<file path="src/hw/rtl/sixadsr_pkg.sv">
// Shared types, codes and the noise period helper function of the six-voice envelope engine.
package sixadsr_pkg;

	localparam int INSTRUMENTS_DEFAULT = 8;
	localparam int NOTE_COUNT_DEFAULT  = 96;
	localparam int QUEUE_DEPTH         = 2;

	localparam logic [2:0] CMD_NOTE_ON   = 3'd0;
	localparam logic [2:0] CMD_NOTE_OFF  = 3'd1;
	localparam logic [2:0] CMD_SET_INSTR = 3'd2;
	localparam logic [2:0] CMD_LOAD      = 3'd3;
	localparam logic [2:0] CMD_TICK      = 3'd4;
	localparam logic [2:0] CMD_ALL_OFF   = 3'd5;

	localparam logic [1:0] KIND_TONE  = 2'd0;
	localparam logic [1:0] KIND_NOISE = 2'd1;
	localparam logic [1:0] KIND_AMP   = 2'd2;
	localparam logic [1:0] KIND_MIXER = 2'd3;

	localparam logic [2:0] PHASE_OFF  = 3'd0;
	localparam logic [2:0] PHASE_RISE = 3'd1;
	localparam logic [2:0] PHASE_FALL = 3'd2;
	localparam logic [2:0] PHASE_HOLD = 3'd3;
	localparam logic [2:0] PHASE_FADE = 3'd4;

	localparam logic [2:0] VOICES       = 3'd6;
	localparam logic [5:0] MIXER_ALL    = 6'h3F;
	localparam logic [7:0] NOISE_LOW    = 8'd13;
	localparam logic [7:0] NOISE_HIGH   = 8'd43;
	localparam logic [7:0] NOISE_BASE   = 8'd44;
	localparam logic [7:0] PERIOD_MAX   = 8'd31;
	localparam logic [7:0] PERIOD_MIN   = 8'd1;
	localparam logic [7:0] LAST_UNKNOWN = 8'hFF;

	localparam logic [1:0] ADDR_ATTENUATION = 2'd0;
	localparam logic [1:0] ADDR_CHIP_COUNT  = 2'd1;

	typedef struct packed {
		logic [2:0] cmd;
		logic [2:0] voice;
		logic [7:0] note;
		logic [2:0] instrument;
		logic [3:0] peak;
		logic [7:0] attack_rate;
		logic [7:0] decay_rate;
		logic [3:0] sustain;
		logic [7:0] release_rate;
		logic       noise_flag;
		logic [7:0] arp_first;
		logic [7:0] arp_second;
	} in_t;

	typedef struct packed {
		logic [1:0] kind;
		logic [2:0] voice_res;
		logic       chip;
		logic [7:0] value;
		logic       last;
	} out_t;

	typedef struct packed {
		logic [3:0] peak;
		logic [7:0] atk;
		logic [7:0] dec;
		logic [3:0] sus;
		logic [7:0] rel;
		logic       flg;
		logic [7:0] ar1;
		logic [7:0] ar2;
	} instr_t;

	typedef struct packed {
		logic [2:0] op;
		logic [2:0] voice;
		logic [7:0] note;
		logic [2:0] instrument;
		instr_t     data;
	} qent_t;

	typedef struct packed {
		logic  valid;
		qent_t data;
	} qhead_t;

	function automatic logic [7:0] noise_period(input logic [7:0] n);
		logic [7:0] p;
		if (n < NOISE_LOW)
			p = PERIOD_MAX;
		else if (n > NOISE_HIGH)
			p = PERIOD_MIN;
		else
			p = NOISE_BASE - n;
		return p;
	endfunction

endpackage

</file>
<file path="src/hw/rtl/six_voice_adsr_envelope_engine_core.sv">
// Top level of the six-voice envelope engine: configuration registers and wiring.
//
// Requests arrive on req and are taken at a rising edge where start is high
// and busy is low. Busy rises only when the two-entry command queue is full.
// Requests that change nothing (bad voice, unknown command, loading an
// instrument slot that does not exist) are dropped at the front end.
// The engine takes one queued request at a time. Note off, set instrument,
// load instrument and all voices off are done in the idle state alone. Note
// on passes through a closing state and gives at most one write. A frame
// tick takes the request, visits each of the six voices in ST_VA and ST_VB,
// then ST_MIX0, ST_MIX1 and ST_FLUSH, and yields up to fourteen writes.
// Each write appears on result for exactly one cycle with result_strobe high;
// it is kept pending until the next write is produced or the request closes,
// and the final write of a request carries last. The receiver cannot stall,
// so no write ever waits for it.
// Reset clears the instrument table, all voice state and the queue, marks
// every last-written amplitude and mixer byte unknown, sets attenuation to
// zero and chip count to two. The APB port holds attenuation at byte
// address 0 and chip count at byte address 4; pready is always high.
module six_voice_adsr_envelope_engine_core #(
	parameter int INSTRUMENTS = sixadsr_pkg::INSTRUMENTS_DEFAULT,
	parameter int NOTE_COUNT  = sixadsr_pkg::NOTE_COUNT_DEFAULT
) (
	input  logic              clk,
	input  logic              arst_n,
	input  logic              start,
	output logic              busy,
	input  sixadsr_pkg::in_t  req,
	output logic              result_strobe,
	output sixadsr_pkg::out_t result,
	input  logic              psel,
	input  logic              penable,
	input  logic              pwrite,
	input  logic [2:0]        paddr,
	input  logic [31:0]       pwdata,
	output logic [31:0]       prdata,
	output logic              pready
);

	logic [3:0] attenuation_q;
	logic [1:0] chip_count_q;
	logic       q_full;
	logic       push;
	logic       pop;
	sixadsr_pkg::qent_t  entry;
	sixadsr_pkg::qhead_t head;
	logic [1:0] reg_sel;

	// Registers are word spaced; the word index picks the register.
	assign reg_sel = {1'b0, paddr[2]};
	assign pready  = 1'b1;

	always_comb begin
		case (reg_sel)
			sixadsr_pkg::ADDR_ATTENUATION: prdata = {28'b0, attenuation_q};
			sixadsr_pkg::ADDR_CHIP_COUNT:  prdata = {30'b0, chip_count_q};
			default:                       prdata = '0;
		endcase
	end

	always_ff @(posedge clk or negedge arst_n) begin
		if (!arst_n) begin
			attenuation_q <= '0;
			chip_count_q  <= 2'd2;
		end else if (psel && penable && pwrite && pready) begin
			case (reg_sel)
				sixadsr_pkg::ADDR_ATTENUATION: attenuation_q <= pwdata[3:0];
				sixadsr_pkg::ADDR_CHIP_COUNT:  chip_count_q  <= pwdata[1:0];
				default: ;
			endcase
		end
	end

	sixadsr_front #(.INSTRUMENTS(INSTRUMENTS)) u_front (
		.start  (start),
		.req    (req),
		.q_full (q_full),
		.busy   (busy),
		.push   (push),
		.entry  (entry)
	);

	sixadsr_queue u_queue (
		.clk    (clk),
		.arst_n (arst_n),
		.push   (push),
		.entry  (entry),
		.pop    (pop),
		.full   (q_full),
		.head   (head)
	);

	sixadsr_back #(.INSTRUMENTS(INSTRUMENTS), .NOTE_COUNT(NOTE_COUNT)) u_back (
		.clk           (clk),
		.arst_n        (arst_n),
		.head          (head),
		.pop           (pop),
		.attenuation   (attenuation_q),
		.chip_count    (chip_count_q),
		.result_strobe (result_strobe),
		.result        (result)
	);

`ifndef SYNTHESIS
	// Amplitude writes are four-bit levels after attenuation.
	a_amp_range: assert property (@(posedge clk) disable iff (!arst_n)
		result_strobe && result.kind == sixadsr_pkg::KIND_AMP |-> result.value < 8'd16)
		else $error("amplitude write out of range");

	// Mixer writes carry voice zero and a six-bit byte.
	a_mix_form: assert property (@(posedge clk) disable iff (!arst_n)
		result_strobe && result.kind == sixadsr_pkg::KIND_MIXER |->
		result.voice_res == 3'd0 && result.value < 8'd64)
		else $error("malformed mixer write");

	// Voice writes go to the chip that owns the voice.
	a_voice_chip: assert property (@(posedge clk) disable iff (!arst_n)
		result_strobe && result.kind != sixadsr_pkg::KIND_MIXER |->
		result.voice_res < 3'd6 && result.chip == (result.voice_res >= 3'd3))
		else $error("voice write on wrong chip");

	// The second mixer write needs the second chip to be present.
	a_chip1_mix: assert property (@(posedge clk) disable iff (!arst_n)
		result_strobe && result.kind == sixadsr_pkg::KIND_MIXER && result.chip |->
		chip_count_q == 2'd2)
		else $error("mixer write to absent chip");
`endif

endmodule

</file>
<file path="src/hw/rtl/sixadsr_front.sv">
// Command front end: accepts requests, drops those that do nothing, queues the rest.
module sixadsr_front #(
	parameter int INSTRUMENTS = sixadsr_pkg::INSTRUMENTS_DEFAULT
) (
	input  logic                start,
	input  sixadsr_pkg::in_t    req,
	input  logic                q_full,
	output logic                busy,
	output logic                push,
	output sixadsr_pkg::qent_t  entry
);

	logic keep;

	always_comb begin
		keep = 1'b0;
		case (req.cmd)
			sixadsr_pkg::CMD_NOTE_ON,
			sixadsr_pkg::CMD_NOTE_OFF,
			sixadsr_pkg::CMD_SET_INSTR: keep = (req.voice < sixadsr_pkg::VOICES);
			sixadsr_pkg::CMD_LOAD:      keep = (32'(req.instrument) < INSTRUMENTS);
			sixadsr_pkg::CMD_TICK,
			sixadsr_pkg::CMD_ALL_OFF:   keep = 1'b1;
			default:                    keep = 1'b0;
		endcase
	end

	assign busy = q_full;
	assign push = start & ~q_full & keep;

	always_comb begin
		entry            = '0;
		entry.op         = req.cmd;
		entry.voice      = req.voice;
		entry.note       = req.note;
		entry.instrument = req.instrument;
		entry.data.peak  = req.peak;
		entry.data.atk   = req.attack_rate;
		entry.data.dec   = req.decay_rate;
		entry.data.sus   = req.sustain;
		entry.data.rel   = req.release_rate;
		entry.data.flg   = req.noise_flag;
		entry.data.ar1   = req.arp_first;
		entry.data.ar2   = req.arp_second;
	end

endmodule

</file>
<file path="src/hw/rtl/sixadsr_queue.sv">
// Short command queue between the front end and the engine.
module sixadsr_queue (
	input  logic                clk,
	input  logic                arst_n,
	input  logic                push,
	input  sixadsr_pkg::qent_t  entry,
	input  logic                pop,
	output logic                full,
	output sixadsr_pkg::qhead_t head
);

	localparam int PW = (sixadsr_pkg::QUEUE_DEPTH > 1) ? $clog2(sixadsr_pkg::QUEUE_DEPTH) : 1;
	localparam int CW = $clog2(sixadsr_pkg::QUEUE_DEPTH + 1);

	sixadsr_pkg::qent_t mem_q [sixadsr_pkg::QUEUE_DEPTH];
	logic [PW-1:0] wr_q, rd_q;
	logic [CW-1:0] count_q;
	logic          do_pop;

	assign full       = (32'(count_q) == sixadsr_pkg::QUEUE_DEPTH);
	assign head.valid = (count_q != '0);
	assign head.data  = mem_q[rd_q];
	assign do_pop     = pop & head.valid;

	always_ff @(posedge clk or negedge arst_n) begin
		if (!arst_n) begin
			wr_q    <= '0;
			rd_q    <= '0;
			count_q <= '0;
		end else begin
			if (push) begin
				mem_q[wr_q] <= entry;
				wr_q <= (32'(wr_q) == sixadsr_pkg::QUEUE_DEPTH - 1) ? '0 : wr_q + 1'b1;
			end
			if (do_pop)
				rd_q <= (32'(rd_q) == sixadsr_pkg::QUEUE_DEPTH - 1) ? '0 : rd_q + 1'b1;
			if (push && !do_pop)
				count_q <= count_q + 1'b1;
			else if (!push && do_pop)
				count_q <= count_q - 1'b1;
		end
	end

endmodule

</file>
<file path="src/hw/rtl/sixadsr_back.sv">
// Envelope engine: carries out queued commands and emits register writes.
module sixadsr_back #(
	parameter int INSTRUMENTS = sixadsr_pkg::INSTRUMENTS_DEFAULT,
	parameter int NOTE_COUNT  = sixadsr_pkg::NOTE_COUNT_DEFAULT
) (
	input  logic                clk,
	input  logic                arst_n,
	input  sixadsr_pkg::qhead_t head,
	output logic                pop,
	input  logic [3:0]          attenuation,
	input  logic [1:0]          chip_count,
	output logic                result_strobe,
	output sixadsr_pkg::out_t   result
);

	localparam int IW = (INSTRUMENTS > 1) ? $clog2(INSTRUMENTS) : 1;

	localparam logic [2:0] ST_IDLE  = 3'd0;
	localparam logic [2:0] ST_VA    = 3'd1;
	localparam logic [2:0] ST_VB    = 3'd2;
	localparam logic [2:0] ST_MIX0  = 3'd3;
	localparam logic [2:0] ST_MIX1  = 3'd4;
	localparam logic [2:0] ST_FLUSH = 3'd5;

	sixadsr_pkg::instr_t tbl_q [INSTRUMENTS];
	logic [2:0] vinst_q [6];
	logic [2:0] phase_q [6];
	logic [7:0] amp_q   [6];
	logic [7:0] lout_q  [6];
	logic [7:0] note_q  [6];
	logic [1:0] arp_q   [6];
	logic       noise_q [6];
	logic [7:0] lmix_q  [2];
	logic [5:0] mix_q   [2];

	logic [2:0] state_q;
	logic [2:0] v_q;
	logic       amp_emit_q;
	logic [7:0] amp_val_q;
	logic       pend_v_q;
	sixadsr_pkg::out_t pend_q;

	logic [2:0]          sel_v;
	sixadsr_pkg::instr_t inst;
	logic                chip;
	logic [2:0]          mix_bit;
	logic                skip;
	logic [2:0]          nph;
	logic [7:0]          namp;
	logic [7:0]          pk, su;
	logic [8:0]          sum9, dlim9;
	logic                arp_go;
	logic [1:0]          nstep;
	logic [7:0]          pnote;
	logic [3:0]          alev;
	logic [3:0]          aatt;
	logic                aemit;
	logic                prod_v;
	sixadsr_pkg::out_t   prod;
	logic [7:0]          pitch_note;
	logic                pitch_noise;

	// Voice under attention and its instrument
	always_comb begin
		sel_v = (state_q == ST_IDLE) ? head.data.voice : v_q;
		if (32'(vinst_q[sel_v]) < INSTRUMENTS)
			inst = tbl_q[IW'(vinst_q[sel_v])];
		else
			inst = '0;
		chip    = (sel_v >= 3'd3);
		mix_bit = chip ? sel_v - 3'd3 : sel_v;
		if (noise_q[sel_v])
			mix_bit = mix_bit + 3'd3;
	end

	// Envelope step for one voice
	always_comb begin
		pk    = {inst.peak, 4'b0};
		su    = {inst.sus, 4'b0};
		nph   = phase_q[sel_v];
		namp  = amp_q[sel_v];
		skip  = (phase_q[sel_v] == sixadsr_pkg::PHASE_OFF) && (lout_q[sel_v] == 8'd0);
		sum9  = {1'b0, amp_q[sel_v]} + {1'b0, inst.atk};
		dlim9 = {1'b0, su} + {1'b0, inst.dec};
		case (phase_q[sel_v])
			sixadsr_pkg::PHASE_RISE: begin
				if (sum9 >= {1'b0, pk}) begin
					namp = pk;
					nph  = sixadsr_pkg::PHASE_FALL;
				end else begin
					namp = sum9[7:0];
				end
			end
			sixadsr_pkg::PHASE_FALL: begin
				if (inst.dec == 8'd0 || {1'b0, amp_q[sel_v]} <= dlim9) begin
					namp = su;
					nph  = (su != 8'd0) ? sixadsr_pkg::PHASE_HOLD : sixadsr_pkg::PHASE_OFF;
				end else begin
					namp = amp_q[sel_v] - inst.dec;
				end
			end
			sixadsr_pkg::PHASE_FADE: begin
				if (inst.rel == 8'd0 || amp_q[sel_v] <= inst.rel) begin
					namp = 8'd0;
					nph  = sixadsr_pkg::PHASE_OFF;
				end else begin
					namp = amp_q[sel_v] - inst.rel;
				end
			end
			default: ;
		endcase
		arp_go = (nph != sixadsr_pkg::PHASE_OFF) && ((inst.ar1 != 8'd0) || (inst.ar2 != 8'd0));
		nstep  = (arp_q[sel_v] >= 2'd2) ? 2'd0 : arp_q[sel_v] + 2'd1;
		case (nstep)
			2'd1:    pnote = note_q[sel_v] + inst.ar1;
			2'd2:    pnote = note_q[sel_v] + inst.ar2;
			default: pnote = note_q[sel_v];
		endcase
		alev  = namp[7:4];
		aemit = ({4'b0, alev} != lout_q[sel_v]);
		aatt  = (alev > attenuation) ? alev - attenuation : 4'd0;
	end

	// One produced write per cycle at most
	always_comb begin
		pop         = 1'b0;
		prod_v      = 1'b0;
		prod        = '0;
		pitch_noise = noise_q[sel_v];
		pitch_note  = pnote;
		if (state_q == ST_IDLE) begin
			pitch_noise = inst.flg;
			pitch_note  = head.data.note;
		end
		case (state_q)
			ST_IDLE: begin
				pop = head.valid;
				if (head.valid && head.data.op == sixadsr_pkg::CMD_NOTE_ON)
					prod_v = pitch_noise || (32'(pitch_note) < NOTE_COUNT);
			end
			ST_VA:   prod_v = !skip && arp_go &&
				(pitch_noise || (32'(pitch_note) < NOTE_COUNT));
			default: ;
		endcase
		if (state_q == ST_IDLE || state_q == ST_VA) begin
			prod.kind      = pitch_noise ? sixadsr_pkg::KIND_NOISE : sixadsr_pkg::KIND_TONE;
			prod.voice_res = sel_v;
			prod.chip      = chip;
			prod.value     = pitch_noise ? sixadsr_pkg::noise_period(pitch_note) : pitch_note;
		end
		case (state_q)
			ST_VB: begin
				prod_v         = amp_emit_q;
				prod.kind      = sixadsr_pkg::KIND_AMP;
				prod.voice_res = v_q;
				prod.chip      = chip;
				prod.value     = amp_val_q;
			end
			ST_MIX0: begin
				prod_v     = (lmix_q[0] != {2'b0, mix_q[0]});
				prod.kind  = sixadsr_pkg::KIND_MIXER;
				prod.value = {2'b0, mix_q[0]};
			end
			ST_MIX1: begin
				prod_v     = (chip_count == 2'd2) && (lmix_q[1] != {2'b0, mix_q[1]});
				prod.kind  = sixadsr_pkg::KIND_MIXER;
				prod.chip  = 1'b1;
				prod.value = {2'b0, mix_q[1]};
			end
			default: ;
		endcase
	end

	always_ff @(posedge clk or negedge arst_n) begin
		if (!arst_n) begin
			for (int i = 0; i < INSTRUMENTS; i++)
				tbl_q[i] <= '0;
			for (int k = 0; k < 6; k++) begin
				vinst_q[k] <= '0;
				phase_q[k] <= sixadsr_pkg::PHASE_OFF;
				amp_q[k]   <= '0;
				lout_q[k]  <= sixadsr_pkg::LAST_UNKNOWN;
				note_q[k]  <= '0;
				arp_q[k]   <= '0;
				noise_q[k] <= 1'b0;
			end
			for (int c = 0; c < 2; c++) begin
				lmix_q[c] <= sixadsr_pkg::LAST_UNKNOWN;
				mix_q[c]  <= sixadsr_pkg::MIXER_ALL;
			end
			state_q       <= ST_IDLE;
			v_q           <= '0;
			amp_emit_q    <= 1'b0;
			amp_val_q     <= '0;
			pend_v_q      <= 1'b0;
			pend_q        <= '0;
			result_strobe <= 1'b0;
			result        <= '0;
		end else begin
			result_strobe <= 1'b0;
			// A write is held back until the next one is produced or the request closes, so that the final one can carry last
			if (prod_v) begin
				if (pend_v_q) begin
					result_strobe <= 1'b1;
					result        <= pend_q;
				end
				pend_q   <= prod;
				pend_v_q <= 1'b1;
			end else if (state_q == ST_FLUSH && pend_v_q) begin
				result_strobe <= 1'b1;
				result        <= {pend_q[$bits(sixadsr_pkg::out_t)-1:1], 1'b1};
				pend_v_q      <= 1'b0;
			end

			case (state_q)
				ST_IDLE: begin
					if (head.valid) begin
						case (head.data.op)
							sixadsr_pkg::CMD_NOTE_ON: begin
								noise_q[sel_v] <= inst.flg;
								note_q[sel_v]  <= head.data.note;
								arp_q[sel_v]   <= 2'd0;
								if (inst.atk == 8'd0) begin
									amp_q[sel_v]   <= {inst.peak, 4'b0};
									phase_q[sel_v] <= sixadsr_pkg::PHASE_FALL;
								end else begin
									amp_q[sel_v]   <= 8'd0;
									phase_q[sel_v] <= sixadsr_pkg::PHASE_RISE;
								end
								state_q <= ST_FLUSH;
							end
							sixadsr_pkg::CMD_NOTE_OFF:
								phase_q[sel_v] <= sixadsr_pkg::PHASE_FADE;
							sixadsr_pkg::CMD_SET_INSTR:
								vinst_q[sel_v] <= head.data.instrument;
							sixadsr_pkg::CMD_LOAD:
								tbl_q[IW'(head.data.instrument)] <= head.data.data;
							sixadsr_pkg::CMD_TICK: begin
								v_q      <= '0;
								mix_q[0] <= sixadsr_pkg::MIXER_ALL;
								mix_q[1] <= sixadsr_pkg::MIXER_ALL;
								state_q  <= ST_VA;
							end
							sixadsr_pkg::CMD_ALL_OFF: begin
								for (int k = 0; k < 6; k++) begin
									phase_q[k] <= sixadsr_pkg::PHASE_OFF;
									amp_q[k]   <= '0;
									lout_q[k]  <= sixadsr_pkg::LAST_UNKNOWN;
									note_q[k]  <= '0;
									arp_q[k]   <= '0;
									noise_q[k] <= 1'b0;
								end
							end
							default: ;
						endcase
					end
				end
				ST_VA: begin
					amp_emit_q <= 1'b0;
					if (!skip) begin
						phase_q[sel_v] <= nph;
						amp_q[sel_v]   <= namp;
						if (arp_go)
							arp_q[sel_v] <= nstep;
						if (alev != 4'd0)
							mix_q[chip][mix_bit] <= 1'b0;
						if (aemit) begin
							lout_q[sel_v] <= {4'b0, alev};
							amp_emit_q    <= 1'b1;
							amp_val_q     <= {4'b0, aatt};
						end
					end
					state_q <= ST_VB;
				end
				ST_VB: begin
					if (v_q == sixadsr_pkg::VOICES - 3'd1) begin
						state_q <= ST_MIX0;
					end else begin
						v_q     <= v_q + 3'd1;
						state_q <= ST_VA;
					end
				end
				ST_MIX0: begin
					lmix_q[0] <= {2'b0, mix_q[0]};
					state_q   <= ST_MIX1;
				end
				ST_MIX1: begin
					if (chip_count == 2'd2)
						lmix_q[1] <= {2'b0, mix_q[1]};
					state_q <= ST_FLUSH;
				end
				ST_FLUSH: state_q <= ST_IDLE;
				default:  state_q <= ST_IDLE;
			endcase
		end
	end

endmodule

</file>
<file path="config.mk">
export PLATFORM = sky130hd
export DESIGN_NAME = six_voice_adsr_envelope_engine_core
export DESIGN_NICKNAME = d
export VERILOG_FILES = /design/src/hw/rtl/sixadsr_pkg.sv /design/src/hw/rtl/six_voice_adsr_envelope_engine_core.sv /design/src/hw/rtl/sixadsr_front.sv /design/src/hw/rtl/sixadsr_queue.sv /design/src/hw/rtl/sixadsr_back.sv
export SDC_FILE = /design/constraint.sdc
export NUM_CORES = 2
export LEC_CHECK = 0
export BUFFER_PORTS_ARGS = -buffer_cell sky130_fd_sc_hd__clkbuf_2
export CORE_UTILIZATION = 65
export CTS_CLUSTER_DIAMETER = 30
export CTS_CLUSTER_SIZE = 25
export DETAILED_ROUTE_END_ITERATION = 8
export GPL_TIMING_DRIVEN = 1
export PLACE_DENSITY_LB_ADDON = 0.1
export REMOVE_ABC_BUFFERS = 1
export SETUP_SLACK_MARGIN = 0.15
export SLEW_MARGIN = 20
export SYNTH_ARGS = -nofsm -noshare
export SYNTH_HDL_FRONTEND = slang
export SYNTH_SLANG_ARGS = --single-unit
</file>
<file path="constraint.sdc">
create_clock -name clk -period 20.5 [get_ports clk]
set_clock_uncertainty 0.2 [all_clocks]
set_input_delay 1.025 -clock clk [delete_from_list [all_inputs] [get_ports clk]]
set_output_delay 1.025 -clock clk [all_outputs]
set_load 0.05 [all_outputs]
</file>
# Word level (Yosys, flattened, before mapping)
# Memories as Yosys holds them, arrays and structs flattened.
# Index checks and enable logic that the tools add are counted.
# op_classes
addsub,16
magnitude_cmp,19
n_eq_ne,38
muxes,130
n_bitwise,24
n_reduce_logical,62
# ops
operator,count
$bwmux 392,1
$pmux 48 s2,4
$mux 48,7
$bwmux 48,4
$bmux 49 s3,1
$demux 49 s3,1
$mux 49,3
$mux 8,14
$mux 12,7
$bmux 8 s3,3
$pmux 12 s2,3
$and 12x12->12,5
$not 12->12,5
$mux 18,3
$pmux 18 s3,1
$and 48x48->48,1
$mux 3,16
$not 48->48,1
$pmux 8 s3,2
$mux 15,3
$bwmux 18,2
$pmux 18 s2,1
$logic_not 8->1,4
$demux 8 s3,1
80 further kinds,196
# totals
ff_bits,670
ramBits,132
in_bits,107
out_inout_bits,50
wordCells,420
n_memories,1
# memory_table
name,words,width,rd,rd_ports_with_merged_regs,wr,line_no,text
u_queue.mem_q,2,66,1,0,1,sixadsr_queue.sv:15,sixadsr_pkg::qent_t mem_q [sixadsr_pkg::QUEUE_DEPTH];

# Depth between registers and ports, before layout
# logic_depth
word_depth,23
mapped_depth,39

# Cells and area by module
# A second synthesis with hierarchy kept.
# hier_totals
cells_unflattened,3370
area_unflattened_um2,39604.2
# by_module_without_submodules
mod,instances,cells_each,area_each_um2
sixadsr_back,1,3028,33495.9
sixadsr_queue,1,222,5066.1
sixadsr_front,1,71,528.0
six_voice_adsr_envelope_engine_core,1,49,514.2

# Worst setup path after synthesis
# Ideal clock, no wire load.
# synth_path
path_type,reg2reg
startpoint,register u_back.state_q[2]
endpoint,register u_back.amp_val_q[2]
setup_ns,0.138
arrival_time_ns,7.623
required_time_ns,20.162
slack_ns,12.538
stages_incl_launch_ff,37
path_buffers,7
path_cell_list,dfrtp_1 -> nor3_4 -> mux2i_4 -> inv_4 -> mux2_1 -> a222oi_1 -> buf_4 -> buf_6 -> buf_6 -> buf_6 -> buf_4 -> buf_4 -> buf_4 -> mux2i_1 -> mux2_2 -> ha_1 -> fa_1 -> a21o_1 -> a21oi_1 -> nor2_1 -> o31a_1 -> a21oi_1 -> ha_1 -> o21ai_0 -> o211ai_1 -> nand2b_1 -> inv_1 -> a21oi_1 -> o311ai_1 -> a311oi_1 -> ha_1 -> inv_1 -> fa_1 -> a21oi_1 -> nor2b_1 -> o21ai_0 -> o41ai_1
# synth_between
elab_chain_len,17
# synth_lines
item,line_no,text
"start, declared",sixadsr_back.sv:36,logic [2:0] state_q;
"start signal, assigned",sixadsr_back.sv:191,state_q <= ST_IDLE;
"start signal, assigned",sixadsr_back.sv:230,state_q <= ST_FLUSH;
"start signal, assigned",sixadsr_back.sv:242,state_q <= ST_VA;
$logic_not 3->1,sixadsr_back.sv:65,sel_v = (state_q == ST_IDLE) ? head.data.voice : v_q;
$mux 3,sixadsr_back.sv:65,
$not 3->4,-,
$bmux 3 s3,-,
$mux 3 (not written as such) (2 in series),sixadsr_back.sv:67,inst = tbl_q[IW'(vinst_q[sel_v])];
$not 3->4 (not written as such),sixadsr_back.sv:67,
$bmux 49 s3,sixadsr_back.sv:67,
$mux 49 (not written as such) (2 in series),sixadsr_back.sv:67,
$add 8x8->9,sixadsr_back.sv:84,"dlim9 = {1'b0, su} + {1'b0, inst.dec};"
$le 8x9->1,sixadsr_back.sv:95,"if (inst.dec == 8'd0 || {1'b0, amp_q[sel_v]} <= dlim9) begin"
$logic_or 1x1->1,sixadsr_back.sv:95,
$mux 8,sixadsr_back.sv:95,
$pmux 8 s3,sixadsr_back.sv:85,case (phase_q[sel_v])
"$sub 4x4->4, or another cell as far along",sixadsr_back.sv:121,aatt = (alev > attenuation) ? alev - attenuation : 4'd0;
$mux 4 or $reduce_and 3->1 (tied branches),-,
"end signal, assigned",sixadsr_back.sv:270,"amp_val_q <= {4'b0, aatt};"
"end, declared",sixadsr_back.sv:39,logic [7:0] amp_val_q;
# Several ways; a longest one is shown, not always the timed one. The select of a mux whose other input is x is not followed.
# A chain may end at the register's enable or synchronous reset.

# Worst setup path in the final report
# layout_path
startpoint,register u_queue.rd_q
endpoint,register u_back.lout_q[0] (netlist name)
# layout_between
elab_chain_len,19
# layout_lines
item,line_no,text
"start, declared",sixadsr_queue.sv:16,"logic [PW-1:0] wr_q, rd_q;"
"start signal, assigned",sixadsr_queue.sv:36,rd_q <= (32'(rd_q) == sixadsr_pkg::QUEUE_DEPTH - 1) ? '0 : rd_q + 1'b1;
$mem_v2 2x66 *,-,
"parallel branches: the longest is 18 deep, another holds $add 8x8->9",-,
"end signal, assigned by index",sixadsr_back.sv:182,lout_q[k] <= sixadsr_pkg::LAST_UNKNOWN;
"end signal, assigned by index",sixadsr_back.sv:248,lout_q[k] <= sixadsr_pkg::LAST_UNKNOWN;
"end signal, assigned by index",sixadsr_back.sv:268,"lout_q[sel_v] <= {4'b0, alev};"
"end, declared",sixadsr_back.sv:29,logic [7:0] lout_q [6];
# Mark *: on every way between the ends. The select of a mux whose other input is x is not followed.

==> flow_summary.ini <==
[grt]
grt.overflow.total = 0
grt_antenna_before_repair = 1
grt_most_used_layer = met2
grt_usage_pct = 37.76
grt_max_degree = 99
first_global_vias = 31692
use_met3_pct = 7.314
global_route_wire_length_before_repair_um = 174100
use_met1_pct = 49.83
globalRouteMet2Util_pct = 59.78

[clock_network]
cts.sink_count = 782
tritoncts = yes
max-clock-path-buffers = 3
path_clk_slew_ps = 50
clkLatencyLatePin_ps = 730
cts_made_buffers = 146
post_cts_buffers = 0
postCtsResizedCells = 0
clock_tree.htree_level_count = 4
cts.root.buffer_cell = clkbuf_16
hold_buffers = 0

[logic_synthesis]
synthesized_area_fraction_occupied_by_ao_oa_aoi_and_oai_cells_pct = 17.19
synth_ff_type = dfrtp_1
synth.cell_area_mm2 = 0.03792
synth_area_per_cell_um2 = 9.966
synth.mux.area_fraction_pct = 8.137
ys_types = 99
asr_flop_ratio_synth_pct = 83.12
ys_seq_area_share_pct = 53.54
synth_top_family_by_area = compound AO/OA/AOI/OAI gates
netlist_instances = 3805
synth_warnings = 0
synth-edff-count = 132
synth_adder_area_share_pct = 2.099
synth_simple_gate_area_share_pct = 14.15
synth-xor-area-share_pct = 0.9932
synth.ff_latch_count = 782

[placed_design]
port_buffers = 97
dp_hpwl_um = 68300
gp_congestion = 0.9348
dpl.cell_count = 4503
dpl_cell_area_mm2 = 0.03890

[floorplanning]
initial_core_util_pct = 65.72
dieHeight_um = 243.5
design.die.area_mm2 = 0.05931
placement_rows = 88
ios = 157
x_dimension_of_the_die_um = 243.5
placeableCoreArea_mm2 = 0.05770

[timing]
post-route-period-util_pct = 52.16
fin_setup_tns_ps = 0
timing_worst_slew_pin_value_ps = 1189
unrepaired_setup_endpoints_after_global_routing = no
fmaxAchievable_mhz = 93.53
finalCriticalPeriod_ps = 10690
report.final.hold_viol_count = 0
timing.slew.headroom_pct = 20.46
drv_slew = 0
final_setup_violation_count = 0

[min_path]
hold_class = in2async

[finish]
final_cells = 4778
layout_commonest_cell = dfrtp_1
finalInstanceArea_mm2 = 0.04415
layout_common_cells = dfrtp_1, nand2_1, o21ai_0
post_route_cells_drive_above_1_share_pct = 15.13
area_growth_pct = 16.43
final_nets = 4054

[critical_path]
cp_arrival_ps = 11130
critical_path.max_stage_delay_ps = 1010
critical_path.endpoint_type = flop
r2r.worst_path.cells = 29
critPathLaunch = u_queue.rd_q$_DFFE_PN0P_
critical_path_class = reg2reg
critPathRequiredTime_ps = 20940
critical_path.max_fanout = 39
critical_path.reg2reg.startpoint = u_queue.rd_q$_DFFE_PN0P_
r2r-end = u_back.lout_q[0]$_DFFE_PN1P_
r2r_setup_slack_ps = 9810
critical-path-slowest-cell = a2111oi_4
crit_path_start_kind = flop
crit_path_end = u_back.lout_q[0]$_DFFE_PN1P_

[detailed_routing]
finalWirelength_um = 111000
routed_wire_length_per_instance_um = 23.23
detailedRoute.firstPassIterationCount = 9
drc = 0
vias = 31492
antenna_left = 0
drt_iter0_drc = 3678
routed_via_count_divided_by_cell_count = 6.591

[run]
maxCapViolations = 0

[outcome]
status = complete, no violations
## layer usage
metal,part of all wire [%],wire length (um),vias to the layer above
li1,-,-,13817
met1,40,43910,15604
met2,47,52360,1727
met3,8.9,9912,344
met4,4.4,4839,0
met5,0,0,-
## registers in the layout, summed over array words and instances (netlist names), 3 cells and up, named ones only
name / cells
u_back.amp_val_q: 4
u_back.amp_q: 48
u_back.phase_q: 6
u_back.arp_q: 12
u_back.state_q: 3
u_back.tbl_q: 392
u_back.v_q: 3
u_queue.mem_q: 132
u_back.mix_q: 12
u_back.note_q: 48
attenuation_q: 4
u_back.result: 15
u_back.lmix_q: 14
u_back.pend_q: 14
u_back.lout_q: 30
u_back.noise_q: 6
u_back.vinst_q: 18
## how the worst min path moves through the flow
| stage | from | endpoint | slack (ps) | cells after the start |
|---|---|---|---|---|
| detailed placement | u_back.tbl_q[272]$_DFFE_PN0P_ | u_back.tbl_q[272]$_DFFE_PN0P_ | 260 | 2 |
| global route | arst_n | u_back.amp_q[22]$_DFFE_PN0P_ | 70 | 1 |
| finish | arst_n | u_back.amp_q[46]$_DFFE_PN0P_ | 40 | 1 |
| global placement | u_back.tbl_q[153]$_DFFE_PN0P_ | u_back.tbl_q[153]$_DFFE_PN0P_ | 250 | 2 |
| floorplan | u_back.pend_q[14]$_DFFE_PN0P_ | u_back.pend_q[14]$_DFFE_PN0P_ | 240 | 2 |
| CTS | arst_n | u_back.amp_q[46]$_DFFE_PN0P_ | 40 | 1 |
## kinds of logic after synthesis
group	Yosys count
multiplexers	291
AO/OA/AOI/OAI	1059
flip-flops	782
other	2
buffers and inverters	332
AND/OR/NAND/NOR	1236
adder cells (fa/ha/maj)	60
XOR/XNOR	43
## layout make-up
type / instances / area, um2
Timing Repair Buffer: 167 / 1052
Fill cell: 3747 / 13550
Clock buffer: 186 / 4124
Multi-Input combinational cell: 2718 / 16370
Inverter: 72 / 272.8
Clock inverter: 87 / 1071
Sequential cell: 782 / 20300
Tap cell: 765 / 957.2
Antenna cell: 1 / 2.502
## critical path: cells and delay by family (launching register included)
kind	cells	cell delay, ps
and+or+nand+nor	6	1660
buffers and inverters	3	1540
DFF	1	870
muxes	6	1650
adders and majority gates	3	920
AOI/OAI and AO/OA	11	3700
## cell usage after synthesis, drive strengths merged, types with 43 or more instances
library cell	instances	area (um2)
a22o	43	376.6
dfrtp	593	14840
nor2	345	1305
dfstp	57	1498
clkbuf	173	649.4
inv	72	272.8
mux2	89	1010
a21oi	316	1582
edfxtp	132	3964
o21ai	387	1944
ha	54	675.7
nand2	555	2088
buf	87	546.8
mux2i	199	2008
nand3	151	755.7
## metrics by stage
stage	worst slack, ps	hold slack (ps)	util (%)
3_3_place_gp	10350	255.0	67.41
3_5_place_dp	10190	264.8	67.43
2_1_floorplan	1801	241.4	-
5_1_grt	9444	66.07	76.52
4_1_cts	10020	39.82	76.43
6_report	9808	44.09	76.52
Power is left out: the tool's default activity adds up to more than one toggle a clock period on the data nets, which glitch-free logic cannot reach.
